[src/rtl/core/sdbls_pkg.sv]
`timescale 1ns / 1ps
// Shared types, constants and elaboration-time tables for the spectrum dB level smoother.
// No dependencies; every other file of the block takes names from here by scope.
package sdbls_pkg;

    // Field widths
    localparam int BIN_W    = 10;
    localparam int MAG_W    = 24;
    localparam int LEVEL_W  = 16;
    localparam int POS_W    = 5;
    localparam int FRAC_W   = 8;
    localparam int LOG2_W   = POS_W + FRAC_W;
    localparam int NEG_W    = 13;
    localparam int SLOPE_W  = 15;
    localparam int DBPROD_W = NEG_W + SLOPE_W;
    localparam int NUM_W    = 21;
    localparam int RECIP_W  = 22;
    localparam int QPROD_W  = NUM_W + RECIP_W;
    localparam int ACC_W    = 2 * LEVEL_W + 1;

    // Transform size and fixed reference of full scale
    localparam int unsigned FFT_POINTS  = 2048;
    localparam int unsigned STORE_DEPTH = 1024;
    localparam int unsigned MAG_FRAC_Q8 = 12 * 256;

    // dB scaling
    localparam int unsigned DB_FLOOR_Q8     = 25600;
    localparam int unsigned DB_PER_LOG2_Q12 = 24660;
    localparam int unsigned DB_ROUND        = 2048;
    localparam int unsigned DB_SHIFT        = 12;

    // Level mapping: level = floor((64*e + 25) / 50), e = 25600 - d
    localparam int unsigned LEVEL_ONE   = 32768;
    localparam int unsigned LEVEL_BIAS  = 25;
    localparam int unsigned LEVEL_DIV   = 50;
    localparam int unsigned RECIP_SHIFT = 27;
    localparam int unsigned RECIP_K     = ((1 << RECIP_SHIFT) + LEVEL_DIV - 1) / LEVEL_DIV;

    // Smoothing coefficients, Q16
    localparam int unsigned COEF_OLD   = 55706;
    localparam int unsigned COEF_NEW   = 9830;
    localparam int unsigned ROUND_HALF = 32768;

    typedef logic [255:0][FRAC_W-1:0] frac_tbl_t;

    // Stage 3 result: attenuation input to the dB scaler
    typedef struct packed {
        logic             valid;
        logic [BIN_W-1:0] bin;
        logic             zero;
        logic [NEG_W-1:0] neg;
    } att_stage_t;

    // Store read request, issued one stage ahead of the smoother
    typedef struct packed {
        logic             valid;
        logic [BIN_W-1:0] bin;
    } rd_req_t;

    // Stage 6 result: instant level
    typedef struct packed {
        logic               valid;
        logic [BIN_W-1:0]   bin;
        logic [LEVEL_W-1:0] level;
    } lvl_stage_t;

    // floor(256*log2(1+idx/256)) by repeated squaring, msb first
    function automatic logic [FRAC_W-1:0] frac_entry(input int unsigned idx);
        logic [63:0]       y;
        logic [FRAC_W-1:0] bits;
        y    = 64'(256 + (idx & 255)) << 22;
        bits = '0;
        for (int k = 0; k < FRAC_W; k++)
        begin
            y    = (y * y) >> 30;
            bits = {bits[FRAC_W-2:0], 1'b0};
            if (y >= 64'h0000_0000_8000_0000)
            begin
                bits[0] = 1'b1;
                y       = y >> 1;
            end
        end
        return bits;
    endfunction

    function automatic frac_tbl_t build_frac_tbl();
        frac_tbl_t t;
        for (int i = 0; i < 256; i++)
        begin
            t[i] = frac_entry(i);
        end
        return t;
    endfunction

    localparam frac_tbl_t LOG2_FRAC = build_frac_tbl();

    // log2 in Q8.8 of a nonzero constant
    function automatic int unsigned log2_q8_const(input int unsigned x);
        int unsigned p;
        int unsigned f;
        p = 0;
        for (int i = 0; i < 32; i++)
        begin
            if (x[i])
                p = i;
        end
        if (p >= 8)
            f = (x >> (p - 8)) & 255;
        else
            f = (x << (8 - p)) & 255;
        return p * 256 + int'(frac_entry(f));
    endfunction

    localparam int unsigned LOG2_OFFSET = MAG_FRAC_Q8 + log2_q8_const(FFT_POINTS);

endpackage

[src/rtl/core/sdbls_log2.sv]
`timescale 1ns / 1ps
// Stages 1 to 3: input register, leading-one detect, log2 table and offset to full scale.
// Depends on sdbls_pkg.
module sdbls_log2 (
    input  logic                          clk,
    input  logic                          rst_n,
    input  logic                          adv,
    input  logic                          accept,
    input  logic [sdbls_pkg::BIN_W-1:0]   bin_index,
    input  logic [sdbls_pkg::MAG_W-1:0]   magnitude,
    output sdbls_pkg::att_stage_t         att
);

    localparam int MW = sdbls_pkg::MAG_W;
    localparam int PW = sdbls_pkg::POS_W;
    localparam int FW = sdbls_pkg::FRAC_W;
    localparam int LW = sdbls_pkg::LOG2_W + 2;

    // Stage 1
    logic                        s1_valid_reg;
    logic [sdbls_pkg::BIN_W-1:0] s1_bin_reg;
    logic [MW-1:0]               s1_mag_reg;

    // Stage 2
    logic                        s2_valid_reg;
    logic [sdbls_pkg::BIN_W-1:0] s2_bin_reg;
    logic                        s2_zero_reg;
    logic [PW-1:0]               s2_pos_reg;
    logic [FW-1:0]               s2_frac_reg;
    logic [PW-1:0]               s2_pos_next;
    logic [FW-1:0]               s2_frac_next;
    logic [MW-1:0]               norm;

    // Stage 3
    logic                        s3_valid_reg;
    logic [sdbls_pkg::BIN_W-1:0] s3_bin_reg;
    logic                        s3_zero_reg;
    logic [sdbls_pkg::NEG_W-1:0] s3_neg_reg;
    logic [sdbls_pkg::NEG_W-1:0] s3_neg_next;
    logic [sdbls_pkg::LOG2_W-1:0] lm;
    logic signed [LW-1:0]        lval;

    // Find the leading one and the eight bits below it
    always_comb
    begin
        s2_pos_next = '0;
        for (int i = 0; i < MW; i++)
        begin
            if (s1_mag_reg[i])
                s2_pos_next = PW'(i);
        end
        norm         = s1_mag_reg << (PW'(MW - 1) - s2_pos_next);
        s2_frac_next = norm[MW-2 -: FW];
    end

    // Look up the fraction and subtract full scale
    always_comb
    begin
        lm   = {s2_pos_reg, sdbls_pkg::LOG2_FRAC[s2_frac_reg]};
        lval = $signed({2'b00, lm}) - $signed(LW'(sdbls_pkg::LOG2_OFFSET));
        if (lval[LW-1])
            s3_neg_next = sdbls_pkg::NEG_W'(-lval);
        else
            s3_neg_next = '0;
    end

    // Advance valid bits
    always_ff @(posedge clk or negedge rst_n)
    begin
        if (!rst_n)
        begin
            s1_valid_reg <= 1'b0;
            s2_valid_reg <= 1'b0;
            s3_valid_reg <= 1'b0;
        end
        else if (adv)
        begin
            s1_valid_reg <= accept;
            s2_valid_reg <= s1_valid_reg;
            s3_valid_reg <= s2_valid_reg;
        end
    end

    // Advance payload
    always_ff @(posedge clk)
    begin
        if (adv)
        begin
            if (accept)
            begin
                s1_bin_reg <= bin_index;
                s1_mag_reg <= magnitude;
            end
            s2_bin_reg  <= s1_bin_reg;
            s2_zero_reg <= (s1_mag_reg == '0);
            s2_pos_reg  <= s2_pos_next;
            s2_frac_reg <= s2_frac_next;
            s3_bin_reg  <= s2_bin_reg;
            s3_zero_reg <= s2_zero_reg;
            s3_neg_reg  <= s3_neg_next;
        end
    end

    assign att.valid = s3_valid_reg;
    assign att.bin   = s3_bin_reg;
    assign att.zero  = s3_zero_reg;
    assign att.neg   = s3_neg_reg;

endmodule

[config.mk]
export PLATFORM = sky130hd
export DESIGN_NAME = sdbls_log2
export DESIGN_NICKNAME = d
export VERILOG_FILES = /design/src/rtl/core/sdbls_pkg.sv /design/src/rtl/core/sdbls_log2.sv
export SDC_FILE = /design/constraint.sdc
export NUM_CORES = 1
export LEC_CHECK = 0
export BUFFER_PORTS_ARGS = -buffer_cell sky130_fd_sc_hd__buf_2
export CAP_MARGIN = 25
export CORE_MARGIN = 2
export CORE_UTILIZATION = 45
export CTS_CLUSTER_DIAMETER = 30
export CTS_CLUSTER_SIZE = 14
export DETAILED_ROUTE_END_ITERATION = 6
export GPL_ROUTABILITY_DRIVEN = 0
export GPL_TIMING_DRIVEN = 1
export PLACE_DENSITY = 0.73
export SETUP_SLACK_MARGIN = 0.02
export SLEW_MARGIN = 20
export SYNTH_ARGS = -nofsm -noshare
export SYNTH_HDL_FRONTEND = slang
export SYNTH_SLANG_ARGS = --single-unit
[constraint.sdc]
create_clock -name clk -period 4.45 [get_ports clk]
set_input_delay 0 -clock clk [delete_from_list [all_inputs] [get_ports clk]]
set_output_delay 0 -clock clk [all_outputs]
set_load 0.03 [all_outputs]
==> results.sh <==
export IMPL_cts_root_buf="clkbuf_16"
export IMPL_leakagePower_nw=3.12
export IMPL_fmax_ghz=0.231
export IMPL_maxSlewViolCount=0
export IMPL_grt_setup_unrepaired="false"
export IMPL_cp_max_fo=16
export IMPL_cts_made_buffers=9
export IMPL_synth_edf_count=82
export IMPL_ir_drop_mv=0.203
export IMPL_routedWlPerCell_um=18.9
export IMPL_syn_to_final_growth_pct=21.2
export IMPL_dieWidth_um=128
export IMPL_end_kind="flip-flop"
export IMPL_yosys_warnings=0
export IMPL_drive_above_1_share_pct=22.5
export IMPL_cts_max_path_buffers=2
export IMPL_drv_cap=0
export IMPL_syn_cell_area_um2=6970
export IMPL_clock_skew_final_ns=0.0150
export IMPL_startpoint_type="flip-flop"
export IMPL_layout_common_cells="edfxtp_1, nor2_1, buf_2, nand2_1, buf_4"
export IMPL_cp_data_arrival_time_ns=4.60
export IMPL_critical_path_class="flip-flop to flip-flop"
export IMPL_place_area_um2=7640
export IMPL_drt_iter0_markers=1040
export IMPL_synth_cell_types=91
export IMPL_grt_util_all_layers_pct=24.0
export IMPL_ys_seq_area_share_pct=38.7
export IMPL_power_density_nw_per_um2=361
export IMPL_synthCells=772
export IMPL_syn_avg_cell_area_um2=9.03
export IMPL_async_flop_share_pct=3.23
export IMPL_finish_instance_area_um2=8450
export IMPL_antenna_cells=0
export IMPL_slew_headroom_pct=54.1
export IMPL_synth_fp_nets=823
export IMPL_worst_ep_required_time_ns=4.73
export IMPL_antenna_found_initial=0
export IMPL_dieHeight_um=128
export IMPL_grt_pass1_vias=6346
export IMPL_setup_ws_ns=0.130
export IMPL_grt_overflow=0
export IMPL_die_area_um2=16500
export IMPL_largest_reg_flops=24
export IMPL_dpl_hpwl_um=13800
export IMPL_io_buffers=62
export IMPL_status="finished with violations"
export IMPL_insertion_delay_ns=0.36
export IMPL_tns_ns=0
export IMPL_core_um2=15100
export IMPL_finalHoldViolations=0
export IMPL_drc_errors=4
export IMPL_path_clk_slew_ns=0.07
export IMPL_period_share_pct=97.1
export IMPL_std_cell_rows=45
export IMPL_fin_nets=927
export IMPL_grt_max_degree=41
export IMPL_grt_pass1_wl_um=31800
export IMPL_violations="DRC"
export IMPL_start_util_pct=46.0
export IMPL_io_pins=63
export IMPL_drt_total_wl_um=20200
export IMPL_vias_per_cell=6.55
export IMPL_h_tree_depth=3
export IMPL_cts_sinks=93
export IMPL_p_total_mw=3.05
export IMPL_synth_seq_cells=93
export IMPL_setup_viol=0
export IMPL_num_vias=7007
export IMPL_tritoncts="built"
export IMPL_worst_pin_slew_ns=0.688
export IMPL_min_path_type="primary input to flip-flop"
export IMPL_post_place_ws_ns=0.0547
export IMPL_dr_pass1_iters=7
export IMPL_min_period_ns=4.32
export IMPL_mostFrequentLayoutCell="edfxtp_1"
export IMPL_ant_nets=0
export IMPL_synth_flop_cell="edfxtp_1"
synthesized netlist by cell type (7+ instances only):
master | count | share of area (%)
nand4_1 | 14 | 1.3
o21ai_0 | 55 | 3.9
o31ai_1 | 9 | 0.97
nor2_1 | 77 | 4.1
clkbuf_1 | 28 | 1.5
o211ai_1 | 24 | 2.6
nand3_1 | 27 | 1.9
dfxtp_1 | 8 | 2.3
inv_1 | 19 | 1.0
mux2i_1 | 20 | 2.9
mux2_2 | 10 | 1.6
nor3_1 | 15 | 1.1
nand2_1 | 59 | 3.2
a211oi_1 | 19 | 2.0
o221ai_1 | 10 | 1.3
nor2b_1 | 7 | 0.63
a21oi_1 | 44 | 3.2
and3_1 | 7 | 0.63
nor4_1 | 8 | 0.72
a31oi_1 | 16 | 1.4
ha_1 | 13 | 2.3
edfxtp_1 | 82 | 35
buf_2 | 23 | 1.7
or3_1 | 9 | 0.81
final timing paths:
path | from | to | slack, ns | cells after the start
max in group asynchronous | rst_n | s3_valid_reg$_DFFE_PN0P_ | 3.77 | 3
min in group asynchronous | rst_n | s1_valid_reg$_DFFE_PN0P_ | 0.53 | 3
worst max register to register | s1_mag_reg[11]$_DFFE_PP_ | lval[0]$_DFF_P_ | 0.13 | 18
worst min register to register | s2_bin_reg[2]$_DFFE_PP_ | s3_bin_reg[2]$_DFFE_PP_ | 0.42 | 0
worst min-delay path | adv | s2_frac_reg[1]$_DFFE_PP_ | 0.23 | 1
worst max-delay path | s1_mag_reg[11]$_DFFE_PP_ | lval[0]$_DFF_P_ | 0.13 | 18
critical path, cell delays in order (launching register included):
cell	delay, ns
edfxtp_1	0.38
buf_4	0.19
or4_1	0.64
nor3_2	0.21
nor2_2	0.08
buf_4	0.20
nand4_1	0.15
mux2i_1	0.12
a2111o_1	0.44
a21oi_4	0.24
nor2_4	0.08
ha_1	0.35
clkinv_1	0.14
buf_4	0.19
o22a_1	0.21
o221a_1	0.23
o211ai_1	0.09
nand4_1	0.11
o22ai_1	0.18
routing by layer:
| metal | track usage, % | wire (um) |
|---|---|---|
| met5 | 0 | 0 |
| met4 | 9.83 | 902 |
| met3 | 6.32 | 2340 |
| met2 | 37.3 | 9070 |
| met1 | 32.1 | 7930 |
power by group:
part | switching (mW) | internal [mW]
sequential | 0.0723 | 1.06
clock | 0.380 | 0.404
combinational | 0.692 | 0.442
metrics by stage:
step / hold WS, ns / utilization [%] / cells
floorplan: -0.296 / - / 772
global placement: -0.203 / 50.4 / 1011
detailed placement: -0.201 / 50.4 / 1011
CTS: 0.231 / 54.9 / 1064
global route: 0.254 / 55.8 / 1069
finish: 0.230 / 55.8 / 1069
logic make-up (layout without fill, tap and decap cells):
logic type | Yosys count | in the layout | share of synthesized area [%]
adder cells (fa/ha/maj) | 15 | 15 | 2.62
multiplexers | 30 | 30 | 4.49
XOR/XNOR | 11 | 11 | 1.38
buffers and inverters | 92 | 201 | 6.30
flip-flops | 93 | 93 | 38.7
AO/OA/AOI/OAI | 275 | 275 | 28.3
AND/OR/NAND/NOR | 256 | 256 | 18.3
repair_timing:
| item | CTS | global route |
|---|---|---|
| pin swaps | 0 | 2 |
| setup endpoints to repair | 1 | 5 |
| gates resized for setup | 1 | 18 |
| hold buffers | 37 | 0 |
| endpoints found under the hold margin | 38 | 0 |
| buffers inserted | 0 | 5 |
cell type report:
class                   count  area [um2]
fillers                  1233        6690
multi-input cells         587        3940
flip-flops and latches     93        2700
repair buffers            159        1170
well taps                 188         235
clock buffers               9         225
inverters                  26         100
clock inverters             7        88.8
Note: power is estimated with default switching activity, not from simulation.
