`config.mk`:
```
export PLATFORM = sky130hd
export DESIGN_NAME = sdbls_level
export DESIGN_NICKNAME = d
export VERILOG_FILES = /design/src/rtl/core/sdbls_pkg.sv /design/src/rtl/core/sdbls_level.sv
export SDC_FILE = /design/constraint.sdc
export NUM_CORES = 1
export LEC_CHECK = 0
export BUFFER_PORTS_ARGS = -buffer_cell sky130_fd_sc_hd__buf_2
export CAP_MARGIN = 20
export CORE_MARGIN = 2
export CORE_UTILIZATION = 55
export DETAILED_ROUTE_END_ITERATION = 8
export HOLD_SLACK_MARGIN = 0.03
export PLACE_DENSITY = 0.84
export SLEW_MARGIN = 10
export SYNTH_ARGS = -nofsm -noshare
export SYNTH_HDL_FRONTEND = slang
export SYNTH_SLANG_ARGS = --single-unit
```
`constraint.sdc`:
```
create_clock -name clk -period 7.2 [get_ports clk]
set_input_delay 1.44 -clock clk [delete_from_list [all_inputs] [get_ports clk]]
set_output_delay 1.44 -clock clk [all_outputs]
set_load 0.05 [all_outputs]
```
`src/rtl/core/sdbls_pkg.sv`:
```
`timescale 1ns / 1ps
// Shared types, constants and elaboration-time tables for the spectrum dB level smoother.
// No dependencies; every other file of the block takes names from here by scope.
package sdbls_pkg;

    // Field widths
    localparam int BIN_W    = 10;
    localparam int MAG_W    = 24;
    localparam int LEVEL_W  = 16;
    localparam int POS_W    = 5;
    localparam int FRAC_W   = 8;
    localparam int LOG2_W   = POS_W + FRAC_W;
    localparam int NEG_W    = 13;
    localparam int SLOPE_W  = 15;
    localparam int DBPROD_W = NEG_W + SLOPE_W;
    localparam int NUM_W    = 21;
    localparam int RECIP_W  = 22;
    localparam int QPROD_W  = NUM_W + RECIP_W;
    localparam int ACC_W    = 2 * LEVEL_W + 1;

    // Transform size and fixed reference of full scale
    localparam int unsigned FFT_POINTS  = 2048;
    localparam int unsigned STORE_DEPTH = 1024;
    localparam int unsigned MAG_FRAC_Q8 = 12 * 256;

    // dB scaling
    localparam int unsigned DB_FLOOR_Q8     = 25600;
    localparam int unsigned DB_PER_LOG2_Q12 = 24660;
    localparam int unsigned DB_ROUND        = 2048;
    localparam int unsigned DB_SHIFT        = 12;

    // Level mapping: level = floor((64*e + 25) / 50), e = 25600 - d
    localparam int unsigned LEVEL_ONE   = 32768;
    localparam int unsigned LEVEL_BIAS  = 25;
    localparam int unsigned LEVEL_DIV   = 50;
    localparam int unsigned RECIP_SHIFT = 27;
    localparam int unsigned RECIP_K     = ((1 << RECIP_SHIFT) + LEVEL_DIV - 1) / LEVEL_DIV;

    // Smoothing coefficients, Q16
    localparam int unsigned COEF_OLD   = 55706;
    localparam int unsigned COEF_NEW   = 9830;
    localparam int unsigned ROUND_HALF = 32768;

    typedef logic [255:0][FRAC_W-1:0] frac_tbl_t;

    // Stage 3 result: attenuation input to the dB scaler
    typedef struct packed {
        logic             valid;
        logic [BIN_W-1:0] bin;
        logic             zero;
        logic [NEG_W-1:0] neg;
    } att_stage_t;

    // Store read request, issued one stage ahead of the smoother
    typedef struct packed {
        logic             valid;
        logic [BIN_W-1:0] bin;
    } rd_req_t;

    // Stage 6 result: instant level
    typedef struct packed {
        logic               valid;
        logic [BIN_W-1:0]   bin;
        logic [LEVEL_W-1:0] level;
    } lvl_stage_t;

    // floor(256*log2(1+idx/256)) by repeated squaring, msb first
    function automatic logic [FRAC_W-1:0] frac_entry(input int unsigned idx);
        logic [63:0]       y;
        logic [FRAC_W-1:0] bits;
        y    = 64'(256 + (idx & 255)) << 22;
        bits = '0;
        for (int k = 0; k < FRAC_W; k++)
        begin
            y    = (y * y) >> 30;
            bits = {bits[FRAC_W-2:0], 1'b0};
            if (y >= 64'h0000_0000_8000_0000)
            begin
                bits[0] = 1'b1;
                y       = y >> 1;
            end
        end
        return bits;
    endfunction

    function automatic frac_tbl_t build_frac_tbl();
        frac_tbl_t t;
        for (int i = 0; i < 256; i++)
        begin
            t[i] = frac_entry(i);
        end
        return t;
    endfunction

    localparam frac_tbl_t LOG2_FRAC = build_frac_tbl();

    // log2 in Q8.8 of a nonzero constant
    function automatic int unsigned log2_q8_const(input int unsigned x);
        int unsigned p;
        int unsigned f;
        p = 0;
        for (int i = 0; i < 32; i++)
        begin
            if (x[i])
                p = i;
        end
        if (p >= 8)
            f = (x >> (p - 8)) & 255;
        else
            f = (x << (8 - p)) & 255;
        return p * 256 + int'(frac_entry(f));
    endfunction

    localparam int unsigned LOG2_OFFSET = MAG_FRAC_Q8 + log2_q8_const(FFT_POINTS);

endpackage

```
`src/rtl/core/sdbls_level.sv`:
```
`timescale 1ns / 1ps
// Stages 4 to 6: scale log2 offset to dB, clamp, and map to a Q1.15 level.
// Depends on sdbls_pkg.
module sdbls_level (
    input  logic                   clk,
    input  logic                   rst_n,
    input  logic                   adv,
    input  sdbls_pkg::att_stage_t  att,
    output sdbls_pkg::rd_req_t     rd_req,
    output sdbls_pkg::lvl_stage_t  lvl
);

    localparam int DW = sdbls_pkg::DBPROD_W;
    localparam int NW = sdbls_pkg::NUM_W;
    localparam int QW = sdbls_pkg::QPROD_W;
    localparam int EW = sdbls_pkg::SLOPE_W;
    localparam int DB_SH_W = sdbls_pkg::DB_SHIFT;

    // Stage 4
    logic                        s4_valid_reg;
    logic [sdbls_pkg::BIN_W-1:0] s4_bin_reg;
    logic                        s4_zero_reg;
    logic [DW-1:0]               s4_prod_reg;

    // Stage 5
    logic                        s5_valid_reg;
    logic [sdbls_pkg::BIN_W-1:0] s5_bin_reg;
    logic                        s5_zero_reg;
    logic [NW-1:0]               s5_num_reg;
    logic [NW-1:0]               s5_num_next;
    logic [DW:0]                 db_round;
    logic [DW-DB_SH_W-1:0]       db_raw;
    logic [EW-1:0]               db_att;
    logic [EW-1:0]               db_left;

    // Stage 6
    logic                           s6_valid_reg;
    logic [sdbls_pkg::BIN_W-1:0]    s6_bin_reg;
    logic [sdbls_pkg::LEVEL_W-1:0]  s6_level_reg;
    logic [sdbls_pkg::LEVEL_W-1:0]  s6_level_next;
    logic [QW-1:0]                  qprod;

    // Round the dB product, saturate at the floor, build the numerator
    always_comb
    begin
        db_round = {1'b0, s4_prod_reg} + (DW + 1)'(sdbls_pkg::DB_ROUND);
        db_raw   = db_round[DW-1:DB_SH_W];
        if (db_round[DW] || (db_raw > (DW - DB_SH_W)'(sdbls_pkg::DB_FLOOR_Q8)))
            db_att = EW'(sdbls_pkg::DB_FLOOR_Q8);
        else
            db_att = db_raw[EW-1:0];
        db_left     = EW'(sdbls_pkg::DB_FLOOR_Q8) - db_att;
        s5_num_next = {db_left, 6'd0} + NW'(sdbls_pkg::LEVEL_BIAS);
    end

    // Divide by fifty through the reciprocal; zero magnitude maps to zero
    always_comb
    begin
        qprod = QW'(s5_num_reg) * QW'(sdbls_pkg::RECIP_K);
        if (s5_zero_reg)
            s6_level_next = '0;
        else
            s6_level_next = qprod[sdbls_pkg::RECIP_SHIFT +: sdbls_pkg::LEVEL_W];
    end

    // Advance valid bits
    always_ff @(posedge clk or negedge rst_n)
    begin
        if (!rst_n)
        begin
            s4_valid_reg <= 1'b0;
            s5_valid_reg <= 1'b0;
            s6_valid_reg <= 1'b0;
        end
        else if (adv)
        begin
            s4_valid_reg <= att.valid;
            s5_valid_reg <= s4_valid_reg;
            s6_valid_reg <= s5_valid_reg;
        end
    end

    // Advance payload
    always_ff @(posedge clk)
    begin
        if (adv)
        begin
            s4_bin_reg   <= att.bin;
            s4_zero_reg  <= att.zero;
            s4_prod_reg  <= DW'(att.neg) * DW'(sdbls_pkg::DB_PER_LOG2_Q12);
            s5_bin_reg   <= s4_bin_reg;
            s5_zero_reg  <= s4_zero_reg;
            s5_num_reg   <= s5_num_next;
            s6_bin_reg   <= s5_bin_reg;
            s6_level_reg <= s6_level_next;
        end
    end

    assign rd_req.valid = s5_valid_reg;
    assign rd_req.bin   = s5_bin_reg;
    assign lvl.valid    = s6_valid_reg;
    assign lvl.bin      = s6_bin_reg;
    assign lvl.level    = s6_level_reg;

endmodule

```
==> results.json, run 1 <==
{
  "post_cts.resized_instances": 0,
  "fmaxAchievable_ghz": 0.147,
  "synthDominantAreaCellType": "ha_1",
  "synthesis.nets": 1560,
  "postCtsHoldBufs": 0,
  "clock_tree.buffer_depth": 2,
  "post_dp_cell_area_um2": 12500,
  "cap_violations": 0,
  "nets_finish": 1620,
  "post-route-drc-count": 0,
  "die_x_um": 151,
  "area.growth.synth_to_final_pct": 7.56,
  "clk_latency_ns": 0.36,
  "cts_tree": "built",
  "setup_viol": 0,
  "timing.critical_path.arrival_ns": 6.89,
  "drive_above_1_share_pct": 9.14,
  "routed_wire_length_per_instance_um": 15.8,
  "finalInstanceArea_um2": 12800,
  "yosysWarningCount": 0,
  "wire_length_of_the_first_global_routing_pass_um": 38500,
  "synth.top_cell.area_share_pct": 30.5,
  "fin_crit_sh_pct": 94.3,
  "floorplan.rows": 53,
  "routed-via-count": 7953,
  "clock_tree.root_cell": "clkbuf_16",
  "post_synth_num_cell_types": 68,
  "floorplan.io_pins": 66,
  "total_routing_usage_reported_by_global_routing_pct": 21.5,
  "cp_common_cell": "fa_1",
  "synth-seq-area-share_pct": 20.8,
  "maximum_number_of_pins_on_one_net_before_global_route_repair": 84,
  "path_clk_slew_ns": 0.07,
  "fp.dieArea_um2": 22800,
  "routed_via_density": 5.46,
  "count_of_port_buffers_added_during_placement": 65,
  "cts_post_setup_buffers_inserted": 0,
  "drtAntennaViolNets": 0,
  "cts_inserted_buffers": 9,
  "largest_register_ff_count": 17,
  "tritoncts_num_sinks": 83,
  "timing_worst_setup_path_type": "reg -> reg",
  "period_minus_slack_ns": 6.79,
  "worst_path_dominant_cell_family": "adder cells",
  "ys.flop_type": "edfxtp_1",
  "antennaDiodeCount": 0,
  "worst_clock_skew_ns": 0.00753,
  "min-delay-path-class": "reg -> reg",
  "syn-instance-count": 1117,
  "vias_in_the_first_global_route": 8438,
  "place_congestion": 0.947,
  "half_perimeter_wire_length_of_the_detailed_placement_result_um": 19800,
  "drt-total-wl_um": 23000,
  "slew_viol_final": 0,
  "synth_area_per_cell_um2": 10.7,
  "grt_remaining_overflow": 0,
  "worst_path_largest_cell_delay_ns": 0.68,
  "synth_area_leaders": "ha_1 30%, fa_1 21%, edfxtp_1 20%",
  "synth_enable_flop_cells": 80,
  "antenna_found_initial": 0,
  "synth-async-reset-ratio_pct": 3.61,
  "worstPathBufferInverterCount": 2,
  "final.setup.tns_ns": 0,
  "rsz0062_at_grt": "false",
  "holdWs_ns": 0.420,
  "floorplan.die.height_um": 151,
  "critPathMaxFanout": 8,
  "outcome": "complete, no violations",
  "final-hold-violation-count": 0,
  "slew_headroom_pct": 33.6,
  "syn_area_um2": 11900,
  "cpMaxStageDelayCell": "fa_1",
  "most-common-layout-cells": "290 x ha_1, 238 x inv_1, 125 x fa_1, 80 x edfxtp_1, 64 x buf_2",
  "ctsHtreeMaxLevel": 3,
  "core-area_um2": 21200,
  "leading_cell_type_in_the_layout_fill_and_taps_excluded": "ha_1",
  "startpoint_type": "flop",
  "drt_pass_1_iters": 5,
  "dr.first_iter.drc_count": 370,
  "start_util_pct": 56.3,
  "worst-slew-pin-transition_ns": 0.997,
  "crit_required_ns": 7.30,
  "synth-seq-cells": 83,
  "critPathCaptureType": "flop",
  "timing.critical_path.cells": "fa_1 -> xor2_1 -> ha_1 -> fa_1 -> fa_1 -> fa_1 -> inv_1 -> fa_1 -> inv_1 -> ha_1 -> ha_1 -> a21o_1 -> a221oi_1 -> o21ai_0 -> a21oi_1 -> a21oi_1 -> o2111ai_2 -> nand3b_1 -> a21oi_1 -> mux2_2"
}
[worst paths after layout]
check,startpoint,to,slack [ns],cells past startpoint
worst max-delay path,s5_num_reg[18],s6_level_reg[12],0.41,20
worst min-delay path,s4_bin_reg[7],s5_bin_reg[7],0.42,0
worst max register to register,s5_num_reg[18],s6_level_reg[12],0.41,20
worst min register to register,s4_bin_reg[7],s5_bin_reg[7],0.42,0
max in group asynchronous,rst_n,s6_valid_reg,6.23,1
min in group asynchronous,rst_n,s5_valid_reg,0.86,1
[through the flow]
stage	utilization, %	cells	worst slack (ns)
3_3_place_gp	59.1	1441	0.478
6_report	60.5	1457	0.412
2_1_floorplan	-	1117	0.847
3_5_place_dp	59.1	1441	0.337
4_1_cts	60.5	1457	0.315
5_1_grt	60.5	1457	0.0810
[cell type report]
class	count	area [um2]
Fill cell	1668	8350
Clock inverter	7	76.3
Sequential cell	83	2480
Multi-Input combinational cell	779	8450
Tap cell	275	344
Clock buffer	9	225
Inverter	238	893
Timing Repair Buffer	66	335
[cell usage after synthesis, drive strengths merged, types with 3 or more instances]
master and instances:
a211oi 9, a21o 18, a21oi 33, a31oi 5
and2 5, and3 6, buf 9, clkbuf 8
dfrtp 3, edfxtp 80, fa 125, ha 290
inv 238, mux2 7, nand2 36, nand2b 4
nand3 24, nand3b 4, nand4 9, nor2 50
nor2b 4, nor3 10, nor4 4, o2111ai 3
o21a 5, o21ai 22, o31ai 4, or2 10
or3 5, xnor2 34, xor2 18
[cells by family (layout without fill, tap and decap cells)]
kind of cell             after synthesis  count (layout)  share of synthesized area [%]
AND/OR/NAND/NOR                      176             176                           7.62
multiplexers                           8               8                          0.746
flip-flops                            83              83                           20.8
XOR/XNOR                              52              52                           3.83
AO/OA/AOI/OAI                        128             128                           7.25
buffers and inverters                255             320                           8.24
adder cells (fa/ha/maj)              415             415                           51.5
[layer usage]
metal / share of wire, % / track usage, % / wire (um) / up-vias
met5: 0 / 0 / 0 / -
met4: 2.4 / 6.68 / 548 / 0
met3: 2.5 / 2.02 / 567 / 34
met2: 54 / 41.3 / 12300 / 133
met1: 42 / 25.0 / 9540 / 3896
li1: - / - / - / 3890
Power of run 1 is left out: the tool's default activity adds up to more than one toggle a clock period on the data nets, which glitch-free logic cannot reach.
==> run 2, diff against run 1 <==
--- a/config.mk
+++ b/config.mk
@@ -8,10 +8,10 @@
 export BUFFER_PORTS_ARGS = -buffer_cell sky130_fd_sc_hd__buf_2
 export CAP_MARGIN = 20
 export CORE_MARGIN = 2
-export CORE_UTILIZATION = 55
+export CORE_UTILIZATION = 60
 export DETAILED_ROUTE_END_ITERATION = 8
 export HOLD_SLACK_MARGIN = 0.03
-export PLACE_DENSITY = 0.84
+export PLACE_DENSITY = 0.9
 export SLEW_MARGIN = 10
 export SYNTH_ARGS = -nofsm -noshare
 export SYNTH_HDL_FRONTEND = slang
==> results.json, run 2 (synthesis gave the netlist of run 1 again) <==
{
  "outcome": "complete, no violations",
  "final-hold-violation-count": 0,
  "setup_viol": 0,
  "floorplan.rows": 51,
  "cts_inserted_buffers": 9,
  "startpoint_type": "flop",
  "floorplan.die.height_um": 145,
  "nets_finish": 1620,
  "timing.critical_path.cells": "fa_1 -> xor2_1 -> ha_1 -> fa_1 -> fa_1 -> fa_1 -> inv_1 -> fa_1 -> inv_1 -> ha_1 -> ha_1 -> a21o_1 -> a221oi_1 -> o21ai_0 -> a21oi_1 -> a21oi_1 -> o2111ai_2 -> nand3b_1 -> a21oi_1 -> mux2_2",
  "leading_cell_type_in_the_layout_fill_and_taps_excluded": "ha_1",
  "total_routing_usage_reported_by_global_routing_pct": 24.2,
  "drt-total-wl_um": 23500,
  "worst_path_largest_cell_delay_ns": 0.68,
  "cts_tree": "built",
  "count_of_port_buffers_added_during_placement": 65,
  "maximum_number_of_pins_on_one_net_before_global_route_repair": 84,
  "antennaDiodeCount": 0,
  "critPathMaxFanout": 8,
  "crit_required_ns": 7.31,
  "ctsHtreeMaxLevel": 3,
  "min-delay-start": "s4_bin_reg[8]",
  "finish.cell_count_without_fillers": 1447,
  "drive_above_1_share_pct": 9.14,
  "fmaxAchievable_ghz": 0.148,
  "worst_r2r_endpoint": "s6_level_reg[12]",
  "clk_latency_ns": 0.35,
  "floorplan.io_pins": 66,
  "slew_headroom_pct": 32.7,
  "antenna_found_initial": 0,
  "most-common-layout-cells": "290 x ha_1, 238 x inv_1, 125 x fa_1, 80 x edfxtp_1, 64 x buf_2",
  "cts_post_setup_buffers_inserted": 0,
  "routed-via-count": 7975,
  "wire_length_of_the_first_global_routing_pass_um": 39500,
  "die_x_um": 145,
  "drt_pass_1_iters": 4,
  "critPathCaptureType": "flop",
  "vias_in_the_first_global_route": 8638,
  "grt_remaining_overflow": 0,
  "tritoncts_num_sinks": 83,
  "largest_register_ff_count": 17,
  "fp.dieArea_um2": 21000,
  "startpoint_of_the_worst_register_to_register_path": "s5_num_reg[18]",
  "half_perimeter_wire_length_of_the_detailed_placement_result_um": 20100,
  "worst-slew-pin-transition_ns": 1.01,
  "timing.critical_path.arrival_ns": 6.86,
  "worst_clock_skew_ns": 0.00579,
  "fin_crit_sh_pct": 93.8,
  "num-fill-cells": 1441,
  "slew_viol_final": 0,
  "clock_tree.buffer_depth": 2,
  "cpMaxStageDelayCell": "fa_1",
  "path_clk_slew_ns": 0.07,
  "finalInstanceArea_um2": 12800,
  "worstSetupEndpoint": "s6_level_reg[12]",
  "timing_worst_setup_path_type": "reg -> reg",
  "reg2reg_setup_slack_ns": 0.45,
  "place_inst": 1431,
  "routed_via_density": 5.51,
  "cap_violations": 0,
  "start_util_pct": 61.2,
  "core-area_um2": 19500,
  "dr.first_iter.drc_count": 318,
  "rsz0062_at_grt": "false",
  "routed_wire_length_per_instance_um": 16.2,
  "drtAntennaViolNets": 0,
  "post-route-drc-count": 0,
  "r2r.worst_path.cells": 20,
  "period_minus_slack_ns": 6.75,
  "cp_common_cell": "fa_1",
  "place_congestion": 1.02,
  "area.growth.synth_to_final_pct": 7.61,
  "final.setup.tns_ns": 0,
  "clock_tree.root_cell": "clkbuf_16",
  "min-delay-path-class": "reg -> reg",
  "startpoint": "s5_num_reg[18]",
  "holdWs_ns": 0.420,
  "post_dp_cell_area_um2": 12500
}
run 2: changes by cell type in the layout (fill, tap and decap cells not counted), sizes merged:
cell    change
bufinv      +1
clkbuf      +1
clkinv      -1
inv         -1
run 2: what timing repair did:
action / CTS / global route
resized for setup: 0 / 1
setup endpoints to repair: 0 / 1
hold buffers: 0 / 0
run 2: stage by stage:
| step | setup slack, ns | utilization (%) |
|---|---|---|
| floorplan | 0.847 | - |
| global placement | 0.472 | 64.1 |
| detailed placement | 0.366 | 64.1 |
| CTS | 0.332 | 65.8 |
| global route | 0.0880 | 65.8 |
| finish | 0.447 | 65.8 |
run 2: worst min path at each step:
stage                          endpoint  slack [ns]  cells after the start
final                     s5_bin_reg[8]        0.42                      0
after global routing      s5_bin_reg[0]        0.43                      0
after CTS                 s5_bin_reg[8]        0.42                      0
after detailed placement  s5_bin_reg[8]        0.40                      0
after global placement    s5_bin_reg[6]        0.40                      0
after floorplan           s5_bin_reg[0]        0.40                      0
run 2: worst max-delay path, delay by kind of cell (launching register included):
family | cells | cell delay (ns)
adder cells (fa/ha/maj) | 8 | 3.71
AO/OA/AOI/OAI | 7 | 1.45
flip-flops | 1 | 0.54
multiplexers | 1 | 0.35
XOR/XNOR | 1 | 0.21
AND/OR/NAND/NOR | 1 | 0.17
buffers and inverters | 2 | 0.09
run 2: layout make-up:
cell class	count	area [um2]	area share (%)
clock buffers	10	239	1.87
clock inverters	6	81.3	0.635
inverters	238	893	6.97
multi-input cells	779	8450	66.0
flip-flops and latches	83	2480	19.3
well taps	265	332	2.59
repair buffers	66	335	2.62
run 2: routing by layer:
layer	wire length [um]	global-route usage (%)
met2	12600	45.8
met1	9480	27.6
met4	720	9.45
met3	716	3.32
met5	0	0
Power of run 2 is left out for the same reason.
